## config.mk

```make
export PLATFORM = sky130hd
export DESIGN_NAME = atpe_ram
export DESIGN_NICKNAME = d
export VERILOG_FILES = /design/src/rtl/core/atpe_ram.sv
export SDC_FILE = /design/constraint.sdc
export NUM_CORES = 2
export LEC_CHECK = 0
export ABC_AREA = 1
export BUFFER_PORTS_ARGS = -buffer_cell sky130_fd_sc_hd__buf_2
export CAP_MARGIN = 10
export CORE_ASPECT_RATIO = 0.6
export CORE_UTILIZATION = 38
export DETAILED_ROUTE_END_ITERATION = 8
export PLACE_DENSITY = 0.54
export RECOVER_POWER = 100
export SLEW_MARGIN = 25
export SYNTH_ARGS = -nofsm -noshare
export SYNTH_HDL_FRONTEND = slang
export SYNTH_SLANG_ARGS = --single-unit
```

## constraint.sdc

```tcl
create_clock -name i_clk -period 1.71 [get_ports i_clk]
set_input_delay 0.0855 -clock i_clk [delete_from_list [all_inputs] [get_ports i_clk]]
set_output_delay 0.0855 -clock i_clk [all_outputs]
set_load 0.02 [all_outputs]
```

## src/rtl/core/atpe_ram.sv

```systemverilog
// Generic single-write, single-read RAM with registered read data.
// No dependencies.
module atpe_ram #(
    parameter int W = 8,
    parameter int D = 256
) (
    input  logic                 i_clk,
    input  logic                 i_we,
    input  logic [$clog2(D)-1:0] i_waddr,
    input  logic [W-1:0]         i_wdata,
    input  logic [$clog2(D)-1:0] i_raddr,
    output logic [W-1:0]         o_rdata
);
    logic [W-1:0] r_mem [D];
    logic [W-1:0] r_rdata;

    always_ff @(posedge i_clk) begin
        if (i_we) begin
            r_mem[i_waddr] <= i_wdata;
        end
        r_rdata <= r_mem[i_raddr];
    end

    assign o_rdata = r_rdata;
endmodule

```

# Word-level counts from Yosys, hierarchy flattened
# Memories as Yosys holds them, arrays and structs flattened. A register that Yosys moved wholly into a read port is not among the register bits.
# Cells that the tools add are included.
dict set report word_totals {
  memories 1
  ramBits 2048
  inputBits 26
  elab_cells 3
  out_inout_bits 8
  register_bits 0
}
dict set report classes {
  mux 2
}
# name words width rd rd_ports_with_merged_regs write_ports line
set mem_list {}
lappend mem_list {r_mem 256 8 1 1 1 14} ;# logic [W-1:0] r_mem [D];
# cell count
set op_table {}
lappend op_table {{1-bit two-way mux} 2}

# Logic depth before layout (Yosys ltp)
dict set report logic_depth {
  depth_word 2
  mapped_depth 15
  ltp_nobuf 11
}

# Worst setup path before layout
# No wires, ideal clock.
dict set report synth_timing {
  path_kind {input-to-reg}
  from {in i_we}
  to {mem r_mem[162][0] (enable)}
  t_required_ns 1.340
  slack_ns 0.133
  stages 4
  arrival_ns 1.207
  path_buffers 2
  setup_time_ns 0.370
  path_cell_list {clkbuf_1 -> nand3_1 -> clkbuf_1 -> nor2_1}
}
dict set report synth_between {
  elab_chain_cells 2
}
# element line
set synth_rtl {}
lappend synth_rtl {{start: declaration} 8} ;# input logic i_we,
lappend synth_rtl {{1-bit two-way mux} 18} ;# if (i_we) begin
lappend synth_rtl {{1-bit two-way mux (not written as such)} 19} ;# r_mem[i_waddr] <= i_wdata;
lappend synth_rtl {{end: declaration} 14}
# Every way passes these cells.

# Final worst setup path
dict set report layout_timing {
  from {in i_we}
  to {mem r_mem[43][2] (enable)}
}
# Same word-level chain as after synthesis.

==> insert_results.sql <==
INSERT INTO impl_metrics (metric_group, metric, value, unit) VALUES
('power_and_ir_drop', 'combinationalPowerShare', '7.5', '%'),
('floorplan', 'design.portCount', '34', ''),
('logic_synthesis', 'post_synth.cell_area_avg', '11.9', 'um2'),
('logic_synthesis', 'synth.area.top_cells', 'sky130_fd_sc_hd__edfxtp_1 (74%), sky130_fd_sc_hd__nand3_1 (12%), sky130_fd_sc_hd__nand2_1 (9.6%), sky130_fd_sc_hd__buf_2 (1.6%), sky130_fd_sc_hd__nor2_1 (1.3%)', ''),
('logic_synthesis', 'async_reset_ff_share', '0', '%'),
('logic_synthesis', 'warning_count_from_the_yosys_run', '0', ''),
('power_and_ir_drop', 'clockPowerShare', '39.9', '%'),
('clock_tree', 'tritoncts.num_buffers', '189', ''),
('detailed_routing', 'route.detailed.vias_per_inst', '5.44', ''),
('final_layout', 'nets', '7629', ''),
('power_and_ir_drop', 'power.total', '106', 'mW'),
('setup_path', 'cp_data_arrival_time', '2.19', 'ns'),
('logic_synthesis', 'ranking_of_synthesized_cells_by_instance_count', 'sky130_fd_sc_hd__nand2_1 (2123), sky130_fd_sc_hd__edfxtp_1 (2048), sky130_fd_sc_hd__nand3_1 (2019)', ''),
('logic_synthesis', 'synth_area_leader_cell', 'sky130_fd_sc_hd__edfxtp_1', ''),
('setup_path', 'crit-reg2reg-capture', 'o_rdata[0]$_DFF_P_', ''),
('placement', 'gp_congestion', '0.897', ''),
('floorplan', 'die_area', '221000', 'um2'),
('final_layout', 'multiInputGateArea', '19900', 'um2'),
('worst_hold_path', 'hold-path-cell-count', '8', ''),
('power_and_ir_drop', 'p_seq_share', '52.6', '%'),
('setup_path', 'crit_reg_reg_startpoint', 'r_mem[226][0]$_DFFE_PP_', ''),
('status', 'result_of_the_run', 'finished with violations', ''),
('logic_synthesis', 'dominantRegCellSynth', 'sky130_fd_sc_hd__edfxtp_1', ''),
('clock_tree', 'worstSkewPairLatency', '0.84', 'ns'),
('global_route', 'gr-total-overflow', '0', ''),
('sta', 'report.final.hold_viol_count', '0', ''),
('final_layout', 'areaGrowthSynthToFinish', '18.0', '%'),
('power_and_ir_drop', 'switchingPower', '24.4', 'mW'),
('logic_synthesis', 'synth-seq-cells', '2056', ''),
('clock_tree', 'ctsRootBufferMaster', 'sky130_fd_sc_hd__clkbuf_16', ''),
('sta', 'fmax', '578', 'MHz'),
('power_and_ir_drop', 'intPower', '81.2', 'mW'),
('logic_synthesis', 'synth_edf_count', '2048', ''),
('clock_tree', 'post-cts-setup-buffer-count', '0', ''),
('logic_synthesis', 'synth.net_count', '7029', ''),
('sta', 'setup_viol_count_final', '20', ''),
('floorplan', 'dieHeight', '365', 'um'),
('sta', 'period_needed', '1.73', 'ns'),
('setup_path', 'worstSetupPathType', 'input pin to flop', ''),
('setup_path', 'timing.critical_path.required', '2.17', 'ns'),
('floorplan', 'core_area', '217000', 'um2'),
('global_route', 'grt_usage', '23.2', '%'),
('sta', 'postLayoutSetupSlackWorst', '-0.0211', 'ns'),
('power_and_ir_drop', 'netSwitchingFraction', '23.1', '%'),
('power_and_ir_drop', 'vdd_drop_max', '834', 'uV'),
('setup_path', 'worst-r2r-cell-count', '10', ''),
('global_route', 'grt_pass1_wl', '377', 'mm'),
('setup_path', 'cp_max_fo', '17', ''),
('logic_synthesis', 'yosys.area.top_type_share', '73.7', '%'),
('logic_synthesis', 'netlist_area', '83400', 'um2'),
('worst_hold_path', 'worstHoldEndpoint', 'o_rdata[4]$_DFF_P_', ''),
('placement', 'dpl.hpwl', '170', 'mm'),
('clock_tree', 'clk_pin_slew', '0.07', 'ns'),
('clock_tree', 'ctsLongestPathBuffers', '4', ''),
('setup_path', 'reg2reg_setup_slack', '0.03', 'ns'),
('status', 'failing_checks', 'max-capacitance violations, negative setup slack', ''),
('sta', 'maxSlewViolCount', '0', ''),
('job', 'max-cap-violations', '1', ''),
('sta', 'tightestPinTransition', '1.49', 'ns'),
('sta', 'final.setup.tns', '-0.292', 'ns'),
('global_route', 'grt_antenna_before_repair', '8', ''),
('logic_synthesis', 'synth_cell_type_count', '14', ''),
('detailed_routing', 'routed-via-count', '57900', ''),
('sta', 'max_slew_margin', '0.479', '%'),
('placement', 'place.port_buffers', '33', ''),
('global_route', 'grt_start_max_net_pins', '67', ''),
('detailed_routing', 'wl_per_cell', '24.5', 'um'),
('clock_tree', 'cts-htree-levels', '4', ''),
('worst_hold_path', 'worst_hold_path_type', 'input pin to flop', ''),
('floorplan', 'effective_utilization_at_floorplan', '38.5', '%'),
('sta', 'finalHoldWorstSlack', '0.0638', 'ns');
[cell type report]
type	count	area share (%)
sequential	2056	62.6
inverter	39	0.183
tap	2881	3.66
multi-input combinational	4425	20.2
clock inverter	94	0.854
timing repair buffer	892	7.33
antenna	5	0.0127
clock buffer	244	5.15
[power by group through the flow]
stage / clock (mW) / combinational [mW] / sequential, mW
5_1_grt: 44.6 / 8.50 / 55.6
2_1_floorplan: 0 / 3.43 / 56.7
3_5_place_dp: 0 / 7.80 / 56.7
4_1_cts: 42.6 / 7.92 / 55.6
3_3_place_gp: 0 / 7.78 / 56.7
6_report: 42.1 / 7.96 / 55.6
[per-stage QoR]
step / cell area [um2] / cells / setup WS, ns
3_5_place_dp: 93400 / 10300 / -1.07
4_1_cts: 99700 / 10600 / 0.00207
6_report: 98400 / 10600 / -0.0211
5_1_grt: 98400 / 10600 / -0.0345
2_1_floorplan: 83400 / 7003 / 0.133
3_3_place_gp: 93400 / 10300 / -1.09
[how the worst max path moves through the flow]
stage,slack (ns),cells after the start,end,start
finish,-0.02,5,r_mem[43][2]$_DFFE_PP_,i_we
global route,-0.03,10,o_rdata[0]$_DFF_P_,r_mem[17][0]$_DFFE_PP_
CTS,0.002,10,o_rdata[6]$_DFF_P_,r_mem[134][6]$_DFFE_PP_
detailed placement,-1.07,15,o_rdata[4]$_DFF_P_,i_raddr[0]
global placement,-1.09,15,o_rdata[4]$_DFF_P_,i_raddr[0]
floorplan,0.13,4,r_mem[162][0]$_DFFE_PP_,i_we
[state kept, by name (all words and copies together) (netlist names)]
name,cells
o_rdata,8
r_mem,2048
[critical path: stages]
cell and delay, ns:
sky130_fd_sc_hd__clkbuf_1 0.64, sky130_fd_sc_hd__nand2_1 0.22, sky130_fd_sc_hd__clkbuf_1 0.55, sky130_fd_sc_hd__nor2_1 0.26, sky130_fd_sc_hd__clkbuf_1 0.43
[cell usage in the layout (no fill, tap or decap)]
cell	count
sky130_fd_sc_hd__buf_12	139
sky130_fd_sc_hd__dlygate4sd3_1	10
sky130_fd_sc_hd__inv_4	1
sky130_fd_sc_hd__clkbuf_1	283
sky130_fd_sc_hd__nand2_1	2108
sky130_fd_sc_hd__inv_1	34
sky130_fd_sc_hd__clkbuf_8	1
sky130_fd_sc_hd__nand2_2	7
sky130_fd_sc_hd__diode_2	5
sky130_fd_sc_hd__clkbuf_16	195
sky130_fd_sc_hd__nand3_4	11
sky130_fd_sc_hd__buf_6	3
sky130_fd_sc_hd__buf_4	319
sky130_fd_sc_hd__clkinv_4	1
sky130_fd_sc_hd__bufinv_16	16
sky130_fd_sc_hd__clkbuf_2	147
sky130_fd_sc_hd__clkinvlp_4	4
sky130_fd_sc_hd__dfxtp_2	3
sky130_fd_sc_hd__nand2_4	8
sky130_fd_sc_hd__edfxtp_1	2048
sky130_fd_sc_hd__nand3_1	1907
sky130_fd_sc_hd__inv_16	1
sky130_fd_sc_hd__nand3_2	101
sky130_fd_sc_hd__buf_8	6
sky130_fd_sc_hd__clkinv_1	38
sky130_fd_sc_hd__clkbuf_4	12
sky130_fd_sc_hd__dfxtp_1	5
sky130_fd_sc_hd__inv_8	2
sky130_fd_sc_hd__inv_6	1
sky130_fd_sc_hd__buf_2	21
sky130_fd_sc_hd__nor2_1	283
sky130_fd_sc_hd__inv_2	1
sky130_fd_sc_hd__clkinv_2	34
[per-layer routing]
layer	global-route usage (%)	up-vias	wire length, um
li1	-	26100	-
met2	32.0	2857	106000
met1	36.4	28600	121000
met5	0.904	-	282
met4	4.84	6	5190
met3	5.65	317	27700
[timing repair]
item | CTS | global route
hold buffers | 10 | 0
endpoints found under the setup margin | 11 | 8
resized for setup | 52 | 94
pin swaps | 3 | 14
cloned | 0 | 0
endpoints found under the hold margin | 1918 | 0
[cells by family after synthesis]
group | count (synthesis) | synth area share (%)
buf+inv | 522 | 3.12
flops | 2056 | 73.9
simple gates | 4425 | 22.9
No activity file was read; power rests on OpenSTA's default activity.
